$ cat src/rtl/gpio_exti_port_with_edge_interrupts_core.sv
// Empty compilation unit; the top level is in gpio_port_with_edge_interrupts_core.sv.
`timescale 1ns / 1ps

$ cat src/rtl/gpio_exti_pkg.sv
// Shared types, register codes and pin masks for the GPIO port with edge interrupts.
`timescale 1ns / 1ps

package gpio_exti_pkg;

  // Number of implemented pins (1 to 16)
  localparam int PIN_COUNT = 16;

  // Field widths fixed by the bus format
  localparam int KIND_W   = 2;
  localparam int INDEX_W  = 4;
  localparam int WORD_W   = 32;
  localparam int PINS_W   = 16;

  // Stream payload widths, padded to whole bytes
  localparam int IN_DATA_W  = 56;
  localparam int OUT_DATA_W = 72;

  // Write masks that keep bits of pins beyond PIN_COUNT at zero
  localparam logic [PINS_W-1:0] PIN_MASK  = PINS_W'((64'd1 << PIN_COUNT) - 64'd1);
  localparam logic [WORD_W-1:0] PAIR_MASK = WORD_W'((64'd1 << (2 * PIN_COUNT)) - 64'd1);
  localparam int AF0_BITS = 4 * ((PIN_COUNT > 8) ? 8 : PIN_COUNT);
  localparam int AF1_BITS = (PIN_COUNT > 8) ? 4 * (PIN_COUNT - 8) : 0;
  localparam logic [WORD_W-1:0] AF0_MASK = WORD_W'((64'd1 << AF0_BITS) - 64'd1);
  localparam logic [WORD_W-1:0] AF1_MASK = WORD_W'((64'd1 << AF1_BITS) - 64'd1);

  // Mode code of a general purpose output pin
  localparam logic [1:0] MODE_OUTPUT = 2'b01;

  // Item kinds
  typedef enum logic [KIND_W-1:0] {
    KIND_READ   = 2'd0,
    KIND_WRITE  = 2'd1,
    KIND_SAMPLE = 2'd2
  } kind_t;

  // Register map
  typedef enum logic [INDEX_W-1:0] {
    REG_MODE    = 4'd0,
    REG_OTYPE   = 4'd1,
    REG_SPEED   = 4'd2,
    REG_PULL    = 4'd3,
    REG_IDR     = 4'd4,
    REG_ODR     = 4'd5,
    REG_AFL     = 4'd6,
    REG_AFH     = 4'd7,
    REG_IMR     = 4'd8,
    REG_RISE    = 4'd9,
    REG_FALL    = 4'd10,
    REG_PENDING = 4'd11
  } reg_t;

  // One input item
  typedef struct packed {
    logic [KIND_W-1:0]  kind;
    logic [INDEX_W-1:0] reg_index;
    logic [WORD_W-1:0]  write_data;
    logic [PINS_W-1:0]  pin_levels;
  } item_t;

  // One result item
  typedef struct packed {
    logic [WORD_W-1:0] read_data;
    logic [PINS_W-1:0] pad_out;
    logic [PINS_W-1:0] pad_drive_enable;
    logic              irq;
    logic              bad_address;
  } result_t;

endpackage

$ cat src/rtl/gpio_exti_in_stage.sv
// Input register stage: holds one accepted item until the register file consumes it.
`timescale 1ns / 1ps

module gpio_exti_in_stage (
  input  logic                 clk,
  input  logic                 rst_n,
  input  logic                 in_valid,
  output logic                 in_ready,
  input  gpio_exti_pkg::item_t in_item,
  input  logic                 out_busy,
  output logic                 advance,
  output gpio_exti_pkg::item_t item
);
  import gpio_exti_pkg::*;

  logic  valid_r;
  logic  valid_nxt;
  item_t item_r;

  // Move the held item on when the result register is free or being emptied
  assign advance  = valid_r && !out_busy;
  assign in_ready = !valid_r || advance;
  assign item     = item_r;

  // Track occupancy
  always_comb begin
    valid_nxt = valid_r;
    if (in_ready) begin
      valid_nxt = in_valid;
    end
  end

  always_ff @(posedge clk) begin
    if (!rst_n) begin
      valid_r <= 1'b0;
    end else begin
      valid_r <= valid_nxt;
    end
  end

  // Capture payload on accept
  always_ff @(posedge clk) begin
    if (in_valid && in_ready) begin
      item_r <= in_item;
    end
  end

endmodule

$ cat src/rtl/gpio_exti_regs.sv
// Port register file, edge detector and result computation for one item.
`timescale 1ns / 1ps

module gpio_exti_regs (
  input  logic                   clk,
  input  logic                   rst_n,
  input  logic                   advance,
  input  gpio_exti_pkg::item_t   item,
  output gpio_exti_pkg::result_t result
);
  import gpio_exti_pkg::*;

  logic [WORD_W-1:0] mode_r, mode_nxt;
  logic [PINS_W-1:0] otype_r, otype_nxt;
  logic [WORD_W-1:0] speed_r, speed_nxt;
  logic [WORD_W-1:0] pull_r, pull_nxt;
  logic [PINS_W-1:0] odr_r, odr_nxt;
  logic [WORD_W-1:0] afl_r, afl_nxt;
  logic [WORD_W-1:0] afh_r, afh_nxt;
  logic [PINS_W-1:0] idr_r, idr_nxt;
  logic [PINS_W-1:0] prev_r, prev_nxt;
  logic [PINS_W-1:0] imr_r, imr_nxt;
  logic [PINS_W-1:0] rise_r, rise_nxt;
  logic [PINS_W-1:0] fall_r, fall_nxt;
  logic [PINS_W-1:0] pend_r, pend_nxt;

  logic [PINS_W-1:0] levels;
  logic [PINS_W-1:0] edges;
  logic              addr_ok;
  logic [WORD_W-1:0] rd_data;
  logic [PINS_W-1:0] drive_en;

  assign levels  = item.pin_levels & PIN_MASK;
  assign edges   = ((levels & ~prev_r & rise_r) | (prev_r & ~levels & fall_r)) & PIN_MASK;
  assign addr_ok = item.reg_index inside {[REG_MODE:REG_PENDING]};

  // Decode the item into read data and next register values
  always_comb begin
    mode_nxt  = mode_r;
    otype_nxt = otype_r;
    speed_nxt = speed_r;
    pull_nxt  = pull_r;
    odr_nxt   = odr_r;
    afl_nxt   = afl_r;
    afh_nxt   = afh_r;
    idr_nxt   = idr_r;
    prev_nxt  = prev_r;
    imr_nxt   = imr_r;
    rise_nxt  = rise_r;
    fall_nxt  = fall_r;
    pend_nxt  = pend_r;
    rd_data   = '0;
    case (item.kind)
      KIND_READ: begin
        case (item.reg_index)
          REG_MODE:    rd_data = mode_r;
          REG_OTYPE:   rd_data = {16'd0, otype_r};
          REG_SPEED:   rd_data = speed_r;
          REG_PULL:    rd_data = pull_r;
          REG_IDR:     rd_data = {16'd0, idr_r};
          REG_ODR:     rd_data = {16'd0, odr_r};
          REG_AFL:     rd_data = afl_r;
          REG_AFH:     rd_data = afh_r;
          REG_IMR:     rd_data = {16'd0, imr_r};
          REG_RISE:    rd_data = {16'd0, rise_r};
          REG_FALL:    rd_data = {16'd0, fall_r};
          REG_PENDING: rd_data = {16'd0, pend_r};
          default:     rd_data = '0;
        endcase
      end
      KIND_WRITE: begin
        case (item.reg_index)
          REG_MODE:    mode_nxt  = item.write_data & PAIR_MASK;
          REG_OTYPE:   otype_nxt = item.write_data[PINS_W-1:0] & PIN_MASK;
          REG_SPEED:   speed_nxt = item.write_data & PAIR_MASK;
          REG_PULL:    pull_nxt  = item.write_data & PAIR_MASK;
          REG_ODR:     odr_nxt   = item.write_data[PINS_W-1:0] & PIN_MASK;
          REG_AFL:     afl_nxt   = item.write_data & AF0_MASK;
          REG_AFH:     afh_nxt   = item.write_data & AF1_MASK;
          REG_IMR:     imr_nxt   = item.write_data[PINS_W-1:0] & PIN_MASK;
          REG_RISE:    rise_nxt  = item.write_data[PINS_W-1:0] & PIN_MASK;
          REG_FALL:    fall_nxt  = item.write_data[PINS_W-1:0] & PIN_MASK;
          // Write one to clear
          REG_PENDING: pend_nxt  = pend_r & ~(item.write_data[PINS_W-1:0] & PIN_MASK);
          // Input data is read only; unmapped indexes change nothing
          default:     ;
        endcase
      end
      KIND_SAMPLE: begin
        pend_nxt = pend_r | edges;
        idr_nxt  = levels;
        prev_nxt = levels;
      end
      default: ;
    endcase
  end

  // Flag output pins from the updated mode word
  always_comb begin
    drive_en = '0;
    for (int p = 0; p < PIN_COUNT; p++) begin
      drive_en[p] = (mode_nxt[2*p +: 2] == MODE_OUTPUT);
    end
  end

  // Result fields reflect the state after the item
  always_comb begin
    result.read_data        = rd_data;
    result.pad_out          = odr_nxt;
    result.pad_drive_enable = drive_en;
    result.irq              = |(pend_nxt & imr_nxt);
    result.bad_address      = (item.kind == KIND_READ || item.kind == KIND_WRITE) && !addr_ok;
  end

  // Commit state when the item advances
  always_ff @(posedge clk) begin
    if (!rst_n) begin
      mode_r  <= '0;
      otype_r <= '0;
      speed_r <= '0;
      pull_r  <= '0;
      odr_r   <= '0;
      afl_r   <= '0;
      afh_r   <= '0;
      idr_r   <= '0;
      prev_r  <= '0;
      imr_r   <= '0;
      rise_r  <= '0;
      fall_r  <= '0;
      pend_r  <= '0;
    end else if (advance) begin
      mode_r  <= mode_nxt;
      otype_r <= otype_nxt;
      speed_r <= speed_nxt;
      pull_r  <= pull_nxt;
      odr_r   <= odr_nxt;
      afl_r   <= afl_nxt;
      afh_r   <= afh_nxt;
      idr_r   <= idr_nxt;
      prev_r  <= prev_nxt;
      imr_r   <= imr_nxt;
      rise_r  <= rise_nxt;
      fall_r  <= fall_nxt;
      pend_r  <= pend_nxt;
    end
  end

endmodule

$ cat src/rtl/gpio_exti_out_stage.sv
// Result register stage: holds one result item until the downstream side takes it.
`timescale 1ns / 1ps

module gpio_exti_out_stage (
  input  logic                   clk,
  input  logic                   rst_n,
  input  logic                   advance,
  input  gpio_exti_pkg::result_t result,
  output logic                   busy,
  output logic                   out_valid,
  input  logic                   out_ready,
  output gpio_exti_pkg::result_t out_result
);
  import gpio_exti_pkg::*;

  logic    valid_r;
  logic    valid_nxt;
  result_t result_r;

  // Full and not being taken this cycle
  assign busy       = valid_r && !out_ready;
  assign out_valid  = valid_r;
  assign out_result = result_r;

  // Load on advance, drop once taken
  always_comb begin
    valid_nxt = valid_r;
    if (advance) begin
      valid_nxt = 1'b1;
    end else if (out_ready) begin
      valid_nxt = 1'b0;
    end
  end

  always_ff @(posedge clk) begin
    if (!rst_n) begin
      valid_r <= 1'b0;
    end else begin
      valid_r <= valid_nxt;
    end
  end

  always_ff @(posedge clk) begin
    if (advance) begin
      result_r <= result;
    end
  end

endmodule

$ cat src/rtl/gpio_port_with_edge_interrupts_core.sv
// Input register, state update and result logic, then result register, to out_tvalid.
// Throughput: one item per cycle unless out_tready stalls the result register.
// The input register takes a new item while a finished result still waits downstream.
// Reset (rst_n low, synchronous): all port registers, pending bits and sampled levels
// clear to zero, both stages empty; in_tready is high in the first cycle after reset.
`timescale 1ns / 1ps

module gpio_port_with_edge_interrupts_core (
  input  logic                               clk,
  input  logic                               rst_n,
  input  logic                               in_tvalid,
  output logic                               in_tready,
  // [3:0] reg_index, [35:4] write_data, [51:36] pin_levels, [55:52] zero
  input  logic [gpio_exti_pkg::IN_DATA_W-1:0]  in_tdata,
  // [1:0] kind
  input  logic [gpio_exti_pkg::KIND_W-1:0]     in_tuser,
  output logic                               out_tvalid,
  input  logic                               out_tready,
  // [31:0] read_data, [47:32] pad_out, [63:48] pad_drive_enable, [64] irq,
  // [65] bad_address, [71:66] zero
  output logic [gpio_exti_pkg::OUT_DATA_W-1:0] out_tdata
);
  import gpio_exti_pkg::*;

  item_t   in_item;
  item_t   item;
  result_t result;
  result_t out_result;
  logic    advance;
  logic    out_busy;

  // Unpack the stream payload
  always_comb begin
    in_item.kind       = in_tuser;
    in_item.reg_index  = in_tdata[3:0];
    in_item.write_data = in_tdata[35:4];
    in_item.pin_levels = in_tdata[51:36];
  end

  gpio_exti_in_stage u_in (
    .clk      (clk),
    .rst_n    (rst_n),
    .in_valid (in_tvalid),
    .in_ready (in_tready),
    .in_item  (in_item),
    .out_busy (out_busy),
    .advance  (advance),
    .item     (item)
  );

  gpio_exti_regs u_regs (
    .clk     (clk),
    .rst_n   (rst_n),
    .advance (advance),
    .item    (item),
    .result  (result)
  );

  gpio_exti_out_stage u_out (
    .clk        (clk),
    .rst_n      (rst_n),
    .advance    (advance),
    .result     (result),
    .busy       (out_busy),
    .out_valid  (out_tvalid),
    .out_ready  (out_tready),
    .out_result (out_result)
  );

  // Pack the result payload
  assign out_tdata = {6'd0, out_result.bad_address, out_result.irq,
                      out_result.pad_drive_enable, out_result.pad_out,
                      out_result.read_data};

endmodule

$ cat config.mk
export PLATFORM = sky130hd
export DESIGN_NAME = gpio_port_with_edge_interrupts_core
export DESIGN_NICKNAME = d
export VERILOG_FILES = /design/src/rtl/gpio_exti_port_with_edge_interrupts_core.sv /design/src/rtl/gpio_exti_pkg.sv /design/src/rtl/gpio_exti_in_stage.sv /design/src/rtl/gpio_exti_regs.sv /design/src/rtl/gpio_exti_out_stage.sv /design/src/rtl/gpio_port_with_edge_interrupts_core.sv
export SDC_FILE = /design/constraint.sdc
export NUM_CORES = 1
export LEC_CHECK = 0
export BUFFER_PORTS_ARGS = -buffer_cell sky130_fd_sc_hd__buf_2
export CORE_ASPECT_RATIO = 2
export CORE_MARGIN = 10
export CORE_UTILIZATION = 25
export DETAILED_ROUTE_END_ITERATION = 8
export SYNTH_ARGS = -nofsm -noshare
export SYNTH_HDL_FRONTEND = slang
export SYNTH_SLANG_ARGS = --single-unit
$ cat constraint.sdc
create_clock -name clk -period 5.1 [get_ports clk]
set_input_delay 0.255 -clock clk [delete_from_list [all_inputs] [get_ports clk]]
set_output_delay 0.255 -clock clk [all_outputs]
set_load 0.01 [all_outputs]
## Word level (Yosys, flattened, before mapping)

Index checks and enable logic that the tools add are counted.

| cells by class | value |
|---|---|
| $add $sub $neg | 0 |
| multipliers | 0 |
| divide/modulo/power cells | 0 |
| $lt $le $gt $ge | 2 |
| eq/ne operators | 29 |
| shift operators | 0 |
| mux-type cells | 11 |
| bitwise gates (word level) | 11 |
| reduce and logical (&&, ||, !) cells | 23 |

Operator list:

| operator | number |
|---|---|
| 32-bit one-hot mux with 12 select lines | 1 |
| 16-bit bitwise AND | 6 |
| 16-bit two-way mux | 5 |
| 32-bit two-way mux | 2 |
| 16-bit inverter | 3 |
| 2-bit by 1-bit == test with 1-bit output (second input constant) | 17 |
| 16-bit OR | 2 |
| 16-bit one-hot mux with 2 select lines | 1 |
| 3-bit AND reduction | 7 |
| 4-bit by 3-bit == test with 1-bit output (second input constant) | 4 |
| 4-bit == test (second input constant) | 4 |
| 16-bit OR reduction | 1 |
| 4-bit by 2-bit == test with 1-bit output (second input constant) | 2 |
| 1-bit logical AND | 5 |
| 4-bit by 1-bit == test with 1-bit output (second input constant) | 1 |
| 4-bit by 1-bit >= comparator with 1-bit output (second input constant) | 1 |
| 4-bit less-or-equal comparator (second input constant) | 1 |
| 1-bit logical NOT | 4 |
| 4-bit logical NOT | 1 |
| 2-bit == test (second input constant) | 1 |
| 2-bit logical NOT | 1 |
| 1-bit logical OR | 2 |
| 1-bit two-way mux | 2 |
| 2-bit AND reduction | 1 |
| 2-bit nonzero test | 1 |

| word-level totals | value |
|---|---|
| register bits | 394 |
| bits in latches | 0 |
| RAM bits | 0 |
| ROM bits | 0 |
| input bits | 62 |
| output and inout bits | 74 |
| word-level logic and storage cells | 99 |
| memories | 0 |

## Longest topological paths before layout

Gate-level depths: netlist (run 1).

| logic depth | value |
|---|---|
| word-level depth | 8 |
| mapped depth | 9 |
| mapped depth without buffers | 7 |

## Hierarchy

A second synthesis (run 1) with hierarchy kept.

| unflattened totals | value |
|---|---|
| cell total of the unflattened synthesis | 1728 |
| area total of the unflattened synthesis | 17088.9 um^2 |

By module, submodules not included:

| module | instances | cells each | area each (um^2) | sequential area each (um^2) |
|---|---|---|---|---|
| gpio_exti_regs | 1 | 1592 | 13345.3 | 5445.2 |
| gpio_exti_out_stage | 1 | 69 | 2023.2 | 2001.9 |
| gpio_exti_in_stage | 1 | 60 | 1671.6 | 1641.6 |
| gpio_port_with_edge_interrupts_core | 1 | 7 | 48.8 | 0.0 |

## Worst setup path before layout (run 1)

No wires, ideal clock.

| timing path | value |
|---|---|
| path kind | reg2reg |
| start | register u_out.valid_r, in the netlist u_out.out_valid |
| end | register u_regs.prev_r[10] |
| setup time | 0.116 ns |
| arrival time | 2.693 ns |
| data required time | 4.984 ns |
| slack | 2.291 ns |
| cell stages (with the launch flop) | 9 |
| buffers on the path | 2 |
| clock period less this slack | 2.809 ns |
| cells stage by stage | dfxtp_1 > nor2b_1 > nand2b_1 > inv_2 > buf_2 > nand2_1 > buf_4 > mux2i_1 > nor2b_1 |

| between the ends | value |
|---|---|
| longest elaborated chain between the ends | 4 |

RTL lines:

| what | RTL line | RTL |
|---|---|---|
| start, declared | gpio_exti_out_stage.sv:16 | `logic valid_r;` |
| start signal, assigned | gpio_exti_out_stage.sv:39 | `valid_r <= valid_nxt;` |
| 1-bit logical AND | gpio_exti_out_stage.sv:21 | `assign busy = valid_r && !out_ready;` |
| 1-bit logical NOT | gpio_exti_in_stage.sv:21 | `assign advance = valid_r && !out_busy;` |
| 1-bit logical AND | gpio_exti_in_stage.sv:21 |  |
| named net advance | gpio_port_with_edge_interrupts_core.sv:29 | `logic advance;` |
| 2-bit AND reduction (no source line) | n/a |  |
| end signal, assigned | gpio_exti_regs.sv:140 | `prev_r <= prev_nxt;` |
| end, declared | gpio_exti_regs.sv:21 | `logic [PINS_W-1:0] prev_r, prev_nxt;` |

The timed path passes the listed nets, and every way through them passes these cells.
A chain may end at the register's enable or synchronous reset.

## Final worst setup path (run 1)

| timing path | value |
|---|---|
| start | register u_in.item_r (netlist bit u_in.item[50]) |
| end | register u_regs.mode_r[18] |

| between the ends | value |
|---|---|
| longest elaborated chain between the ends | 3 |

RTL lines:

| what | RTL line | RTL |
|---|---|---|
| start, declared | gpio_exti_in_stage.sv:18 | `item_t item_r;` |
| start signal, assigned | gpio_exti_in_stage.sv:44 | `item_r <= in_item;` |
| 4-bit logical NOT | gpio_exti_regs.sv:72 | `case (item.reg_index)` |
| 32-bit two-way mux | gpio_exti_regs.sv:72 |  |
| 32-bit two-way mux | gpio_exti_regs.sv:53 | `case (item.kind)` |
| end signal, assigned | gpio_exti_regs.sv:132 | `mode_r <= mode_nxt;` |
| end, declared | gpio_exti_regs.sv:13 | `logic [WORD_W-1:0] mode_r, mode_nxt;` |

Every way passes these cells.

==> results.json, run 1 <==
{
  "status": "finished with violations",
  "failed_checks": "DRC",
  "synth_edf_count": 120,
  "wl_per_cell_um": 22.2,
  "fin_area_sq_um": 20700,
  "grt_antenna_before_repair": 2,
  "netlist_area_sq_um": 17200,
  "slowest_stage": "nor2_4",
  "p_leak_nw": 8.22,
  "period_share_pct": 71.1,
  "yosysTopAreaCellShare_pct": 31.9,
  "die_w_um": 206,
  "hold_viol": 0,
  "synth_flop_cell": "dfxtp_1",
  "vias": 12877,
  "start_util_pct": 25.1,
  "met3_usage_pct": 2.28,
  "setup_viol": 0,
  "yosysSeqAreaShare_pct": 52.8,
  "cap_violations": 0,
  "period_needed_ns": 3.63,
  "final.setup.tns_ns": 0,
  "grt-busiest-layer": "met2",
  "clockBufferDepth": 3,
  "fp.dieH_um": 391,
  "cp_common_cell": "nand2_1",
  "via_per_inst": 4.93,
  "grt_max_degree": 164,
  "drtIter0Drc": 1103,
  "syn_area_per_cell_sq_um": 11.1,
  "cts_hold_buffers": 55,
  "yosys.cell_types.count": 50,
  "ff2ff_path_depth": 6,
  "startpoint_type": "register",
  "hold_class": "in -> reg",
  "relSlewSlack_pct": 12.7,
  "p_total_w": 0.00682,
  "fin_hold_ws_ns": 0.0517,
  "cts.repair.resized": 0,
  "coreArea_sq_um": 68600,
  "use_met1_pct": 16.0,
  "power_density_nw_per_um2": 329,
  "h-tree-depth": 2,
  "drc": 4,
  "fin_nets": 1750,
  "drive_above_1_share_pct": 15.6,
  "dr.pass1.iters": 9,
  "routed_wl_um": 58100,
  "critPathMaxStageDelay_ns": 0.99,
  "die_area_sq_um": 80400,
  "end_kind": "register",
  "place_area_sq_um": 18800,
  "fmax_ghz": 0.276,
  "drv_slew": 0,
  "mostFrequentLayoutCells": "dfxtp_1, nor2b_1, mux2i_1, buf_2, nand2_1",
  "synth_top_area_cell": "dfxtp_1",
  "syn_inst": 1555,
  "gp_congestion": 0.873,
  "track_usage_pct": 14.0,
  "peakVddDrop_mv": 0.254,
  "critPathKind": "reg -> reg",
  "synth_warnings": 0,
  "tritoncts": "yes",
  "clk_pin_slew_ns": 0.06,
  "crit_cells": 6,
  "rsz0062_at_grt": "false",
  "use_met2_pct": 24.0,
  "grt_pass1_vias": 12963,
  "min_path_cells": 3,
  "numPortBuffers": 125,
  "cp_num_buf_inv": 1,
  "ant_nets": 0,
  "post_cts_buffers": 0,
  "cts_root_buffer": "clkbuf_16",
  "grt_remaining_overflow": 0,
  "required_ns": 5.56,
  "cp.arrival_ns": 4.08,
  "fin_skew_ns": 0.0368,
  "ys_seq_elements": 394,
  "ys_async_sr_fraction_pct": 0,
  "clock-sinks": 394,
  "area_growth_pct": 20.2,
  "io-pin-count": 136,
  "cp_cell_sequence": "nor4_4, buf_4, nand2_1, nor2_4, nand2_1, a21boi_0",
  "final_common_cell": "dfxtp_1",
  "worst_pin_slew_ns": 1.31,
  "core.rowCount": 136,
  "yosys-top-cells-area": "dfxtp_1, edfxtp_1, mux2i_1",
  "critPathTopFamily": "simple AND/OR/NAND/NOR gates",
  "grt_pass1_wl_um": 84600,
  "cp_max_fo": 32,
  "hpwl_um": 36800,
  "numCtsBuffers": 39,
  "clk_latency_ns": 0.57
}
-- synthesized netlist by cell type, types with 2 or more instances --
cell and number:
nand3_1 18, edfxtp_1 120, a31oi_1 32, inv_1 14, a221oi_1 52, buf_2 30, and3_1 4, a22o_1 38
nand2b_1 34, mux2_2 19, dfxtp_1 274, o211a_1 16, nor2b_1 211, a21boi_0 47, a2111oi_0 4, nand2_1 121
nand3_2 3, nor4b_2 2, nand3b_1 48, a222oi_1 12, o22a_1 4, a21oi_1 21, a22oi_1 48, buf_1 3
a21o_1 24, clkbuf_1 82, buf_4 18, ha_1 3, nand2_2 2, mux2i_1 196, nor4bb_1 3, nor4b_4 2
o21ai_0 30, nor2_1 4
-- through the flow --
| step | utilization, % | instances | setup WS [ns] |
|---|---|---|---|
| 5_1_grt | 30.2 | 2612 | 1.42 |
| 6_report | 30.2 | 2613 | 1.47 |
| 3_5_place_dp | 27.4 | 2486 | 1.59 |
| 4_1_cts | 30.2 | 2612 | 1.54 |
| 3_3_place_gp | 27.4 | 2486 | 1.68 |
| 2_1_floorplan | - | 1560 | 2.29 |
-- layout make-up --
cell class / instances / area, sq um
inverter: 16 / 62.6
sequential: 394 / 9090
tap: 897 / 1120
antenna: 1 / 2.50
timing repair buffer: 218 / 1520
clock inverter: 19 / 241
multi-input combinational: 1016 / 7570
clock buffer: 52 / 1090
fill: 6998 / 47900
-- cells by family after synthesis --
kind of cell	after synthesis	share of synthesized area, %
simple gates	461	15.8
flops	394	52.8
compound gates	330	14.5
mux	216	12.7
buf+inv	150	3.92
fa+ha+maj	3	0.218
other cells	1	0.0218
-- power breakdown --
part	total, W	internal, W	switching (W)
clock network	0.00307	0.00176	0.00131
logic	0.000370	0.000154	0.000216
registers	0.00338	0.00330	0.0000809
-- worst min-delay path, delay by kind of cell --
family / cells / cell delay [ns]
simple gates: 1 / 0.07
buf+inv: 1 / 0.08
compound gates: 1 / 0.17
-- layer usage --
layer,wire length [um],vias up
met5,0,-
met4,3410,0
met3,3480,174
met2,28600,551
met1,22600,6259
li1,-,5893
-- registers in the layout (all words and copies together) (netlist names) --
| signal | flops |
|---|---|
| u_regs.fall_r | 16 |
| u_regs.odr_r | 16 |
| u_regs.otype_r | 16 |
| u_regs.prev_r | 16 |
| u_regs.afh_r | 32 |
| u_regs.pull_r | 32 |
| u_in.valid_r | 1 |
| u_out.out_valid | 1 |
| u_regs.rise_r | 16 |
| u_regs.speed_r | 32 |
| u_regs.afl_r | 32 |
| u_regs.imr_r | 16 |
| u_regs.mode_r | 32 |
| u_out.out_result | 66 |
| u_regs.pend_r | 16 |
| u_in.item | 54 |
-- worst paths after layout --
check	from	to	slack (ns)
setup reg to reg	u_in.item[50]	u_regs.mode_r[18]	1.47
setup / recovery	u_in.item[50]	u_regs.mode_r[18]	1.47
hold reg to reg	u_regs.mode_r[1]	u_regs.mode_r[1]	0.48
hold / removal	out_tready	u_out.out_valid	0.05
Power figures use the tool's default switching activity.
==> inputs of run 2 (changes only) <==
clock period = 3.45 ns   (was 5.1 ns; I/O delays follow)
==> run 2 against run 1 <==
  * The flow now finishes without violations
  * Non-clock buffer count increased by 24
  * Power increased by 49%
  * Design area increased by 1.0%
  * Combinational power increased by 54%
  * First-iteration DRC count decreased by 11%
  * Die area unchanged
  * Global-route usage decreased by 0.056 points
  * Wire length decreased by 1.1%
  * Setup slack got worse by 1.0 ns
  * Critical endpoint is now u_out.out_result[1]
==> results.json, run 2 (synthesis gave the netlist of run 1 again) <==
{
  "status": "complete, no violations",
  "start_util_pct": 25.1,
  "die_area_sq_um": 80400,
  "p_total_w": 0.0102,
  "grt_max_degree": 148,
  "clk_pin_slew_ns": 0.07,
  "period_needed_ns": 2.98,
  "vias": 12949,
  "end_kind": "register",
  "largest_reg_flops": 66,
  "cts_root_buffer": "clkbuf_16",
  "grt_pass1_vias": 13383,
  "gp_congestion": 0.856,
  "power_density_nw_per_um2": 486,
  "mostFrequentLayoutCells": "dfxtp_1, nor2b_1, mux2i_1, buf_2, nand2_1",
  "cp.arrival_ns": 3.26,
  "area_growth_pct": 21.4,
  "dr.pass1.iters": 6,
  "cp_num_buf_inv": 1,
  "drv_slew": 0,
  "critPathMaxStageDelay_ns": 0.87,
  "final_common_cell": "dfxtp_1",
  "ant_nets": 0,
  "clk_latency_ns": 0.57,
  "die_w_um": 206,
  "drive_above_1_share_pct": 16.9,
  "cts.repair.resized": 0,
  "startpoint_type": "register",
  "critPathTopFamily": "compound AO/OA/AOI/OAI gates",
  "routed_wl_um": 57500,
  "track_usage_pct": 13.9,
  "fin_nets": 1776,
  "slowest_stage": "or4b_1",
  "drtIter0Drc": 978,
  "setup_viol": 0,
  "fmax_ghz": 0.336,
  "peakVddDrop_mv": 0.428,
  "worst_pin_slew_ns": 1.06,
  "n_fill_cell": 6988,
  "cap_violations": 0,
  "relSlewSlack_pct": 29.3,
  "io-pin-count": 136,
  "ff2ff_path_depth": 6,
  "coreArea_sq_um": 68600,
  "via_per_inst": 4.90,
  "grt_remaining_overflow": 0,
  "hold_viol": 0,
  "numPortBuffers": 125,
  "clock-sinks": 394,
  "wl_per_cell_um": 21.8,
  "final.setup.tns_ns": 0,
  "fin_skew_ns": 0.0319,
  "clockBufferDepth": 3,
  "placedCellCount": 2508,
  "hpwl_um": 37200,
  "grt_antenna_before_repair": 1,
  "p_leak_nw": 8.34,
  "required_ns": 3.73,
  "final_cells": 2641,
  "place_area_sq_um": 19000,
  "cp_max_fo": 12,
  "h-tree-depth": 2,
  "drc": 0,
  "crit_cells": 6,
  "grt_pass1_wl_um": 84900,
  "hold_class": "in -> reg",
  "fp.dieH_um": 391,
  "diodes": 0,
  "cp_cell_sequence": "or4b_1, o21ai_0, a222oi_1, a2111oi_0, buf_4, nand4_1",
  "critPathKind": "reg -> reg",
  "min_path_cells": 2,
  "fin_area_sq_um": 20900,
  "core.rowCount": 136,
  "tritoncts": "yes",
  "numCtsBuffers": 41,
  "period_share_pct": 86.3,
  "rsz0062_at_grt": "false"
}
==> run 2: final timing paths <==
path,from,to,slack (ns)
worst max-delay path,u_in.item[50],u_out.out_result[1],0.47
worst min-delay path,rst_n,u_regs.mode_r[22],0.19
worst max register to register,u_in.item[50],u_out.out_result[1],0.47
worst min register to register,u_regs.mode_r[29],u_regs.mode_r[29],0.48
==> run 2: worst register-to-register path: stages (launching register included) <==
cell,delay (ns)
edfxtp_1,0.47
or4b_1,0.87
o21ai_0,0.32
a222oi_1,0.20
a2111oi_0,0.55
buf_4,0.21
nand4_1,0.09
==> run 2: through the flow <==
stage | setup WS [ns] | hold slack, ns | utilization (%)
floorplan | 0.641 | 0.271 | -
global placement | 0.530 | 0.350 | 27.7
detailed placement | 0.582 | 0.351 | 27.7
CTS | 0.560 | 0.214 | 30.5
global route | 0.481 | 0.252 | 30.5
finish | 0.473 | 0.189 | 30.5
==> run 2: layout make-up <==
type / instances / area, sq um / share of cell area [%]
Multi-Input combinational cell: 1016 / 7570 / 36.2
Inverter: 16 / 62.6 / 0.299
Clock inverter: 30 / 285 / 1.36
Sequential cell: 394 / 9090 / 43.5
Tap cell: 897 / 1120 / 5.37
Clock buffer: 46 / 1090 / 5.19
Timing Repair Buffer: 242 / 1690 / 8.08
==> run 2: routing by layer <==
| metal | GRT usage (%) | share of wire (%) | up-vias |
|---|---|---|---|
| li1 | - | - | 5965 |
| met1 | 15.9 | 39 | 6308 |
| met2 | 24.3 | 50 | 521 |
| met3 | 2.22 | 5.7 | 155 |
| met4 | 7.78 | 5.4 | 0 |
| met5 | 0 | 0 | - |
==> run 2: what timing repair did <==
action | in CTS | in global routing
hold endpoints to repair | 56 | 0
buffers inserted | 0 | 0
hold buffers | 57 | 0
==> run 2: power by group <==
part	total, W	switching [W]	internal, W	leakage (nW)
registers	0.00498	0.000103	0.00487	3.37
clock network	0.00462	0.00202	0.00260	0.683
logic	0.000568	0.000332	0.000237	4.29
total	0.0102	0.00246	0.00771	8.34
==> inputs of run 3 (changes only) <==
CORE_UTILIZATION = 60   (was 25)
PLACE_DENSITY = 0.8   (was default)
==> run 3 against run 2 <==
  * Die area decreased by 55%
  * Wire length decreased by 18%
  * Clock-buffer cell count increased by 5
  * Design area decreased by 4.6%
  * Utilization increased by 40 points
  * Register-to-register slack improved by 0.08 ns
  * First-iteration DRC count increased by 20%
  * Largest cell class unchanged
  * Highest routed layer unchanged
  * Flip-flop and latch count unchanged
==> results.json, run 3 (synthesis gave the netlist of run 1 again) <==
{
  "end_kind": "register",
  "period_share_pct": 84.1,
  "r2r_start": "u_in.item[49]",
  "fin_skew_ns": 0.0155,
  "cap_violations": 0,
  "grt_antenna_before_repair": 0,
  "clockBufferDepth": 3,
  "fin_hold_ws_ns": 0.0514,
  "grt_remaining_overflow": 0,
  "numCtsBuffers": 35,
  "numPortBuffers": 125,
  "via_per_inst": 6.21,
  "use_met2_pct": 43.1,
  "grt-busiest-layer": "met2",
  "final_cells": 2078,
  "critPathMaxStageDelay_ns": 0.80,
  "placedCellCount": 1960,
  "status": "complete, no violations",
  "peakVddDrop_mv": 0.454,
  "h-tree-depth": 2,
  "gp_congestion": 0.942,
  "slowest_stage": "or4b_1",
  "power_density_nw_per_um2": 476,
  "clk_latency_ns": 0.53,
  "wl_per_cell_um": 22.6,
  "grt_pass1_wl_um": 73400,
  "die_w_um": 140,
  "p_leak_nw": 8.19,
  "area_growth_pct": 15.8,
  "clock-sinks": 394,
  "fmax_ghz": 0.345,
  "min_to": "u_regs.mode_r[20]",
  "core.rowCount": 87,
  "final_util_pct": 70.5,
  "worstReg2RegEnd": "u_out.out_result[1]",
  "die_area_sq_um": 36300,
  "use_met1_pct": 29.8,
  "largest_reg_flops": 66,
  "drc": 0,
  "min_path_cells": 2,
  "fp.dieH_um": 260,
  "hold_viol": 0,
  "drive_above_1_share_pct": 15.9,
  "clk_pin_slew_ns": 0.07,
  "cp_cell_sequence": "or4b_1, o21ai_0, a222oi_1, a2111oi_0, nand4_1",
  "cp_max_fo": 13,
  "period_needed_ns": 2.90,
  "required_ns": 3.68,
  "tritoncts": "yes",
  "final_common_cell": "dfxtp_1",
  "r2r_slack_ns": 0.55,
  "worst_pin_slew_ns": 1.01,
  "mostFrequentLayoutCells": "dfxtp_1, nor2b_1, mux2i_1, buf_2, nand2_1",
  "met3_usage_pct": 3.80,
  "setup_viol": 0,
  "cp.arrival_ns": 3.14,
  "relSlewSlack_pct": 32.6,
  "rsz0062_at_grt": "false",
  "start_util_pct": 60.8,
  "startpoint_type": "register",
  "grt_max_degree": 175,
  "io-pin-count": 136,
  "grt_pass1_vias": 12963,
  "hpwl_um": 29700,
  "drtIter0Drc": 1176,
  "post_cts_buffers": 0,
  "coreArea_sq_um": 28300,
  "track_usage_pct": 25.0,
  "ant_nets": 0,
  "ff2ff_path_depth": 5,
  "hold_class": "in -> reg",
  "vias": 12906,
  "final.setup.tns_ns": 0,
  "cts_root_buffer": "clkbuf_16",
  "min_from": "rst_n",
  "critPathKind": "reg -> reg",
  "n_fill_cell": 2099,
  "dr.pass1.iters": 6,
  "routed_wl_um": 46900,
  "crit_start": "u_in.item[49]",
  "fin_nets": 1762,
  "diodes": 0,
  "drv_slew": 0
}
## run 3: worst max-delay path by stage
stage | endpoint | depth (start not counted)
detailed placement | u_out.out_result[1] | 5
global route | u_out.out_result[1] | 5
finish | u_out.out_result[1] | 5
CTS | u_out.out_result[1] | 5
global placement | u_out.out_result[1] | 5
floorplan | u_regs.prev_r[10] | 8
## run 3: cell type report
type	count	area (sq um)	share of cell area (%)
clock buffer	51	1060	5.31
inverter	16	61.3	0.307
tap	356	445	2.23
multi-input combinational	1016	7550	37.9
timing repair buffer	234	1640	8.21
clock inverter	11	104	0.521
sequential	394	9090	45.6
## run 3: timing repair
item | 4_1_cts | 5_1_grt
hold buffers | 56 | 0
resized for setup | 0 | 0
endpoints found under the setup margin | 0 | 0
endpoints found under the hold margin | 56 | 0
## run 3: power breakdown
part / internal (W) / switching [W] / leakage, nW
Sequential: 0.00487 / 0.000106 / 3.37
Combinational: 0.000232 / 0.000298 / 4.25
Clock: 0.00229 / 0.00170 / 0.579
## run 3: metal layers
metal  vias up  routed length, um
li1       5923                  -
met1      6234              18100
met2       604              23300
met3       145               3300
met4         0               2230
met5         -                  0
## run 3: worst max-delay path: cells and delay by family, from the launching register on
family           cells  cell delay, ns
AO/OA/AOI/OAI        3            0.99
AND/OR/NAND/NOR      2            0.97
flip-flops           1            0.64
## run 3: per-stage QoR
| stage | setup slack (ns) | area [sq um] | total power, W |
|---|---|---|---|
| floorplan | 0.641 | 17200 | 0.00534 |
| global placement | 0.604 | 18200 | 0.00554 |
| detailed placement | 0.568 | 18200 | 0.00555 |
| CTS | 0.541 | 19900 | 0.00954 |
| global route | 0.470 | 19900 | 0.00977 |
| finish | 0.549 | 19900 | 0.00950 |
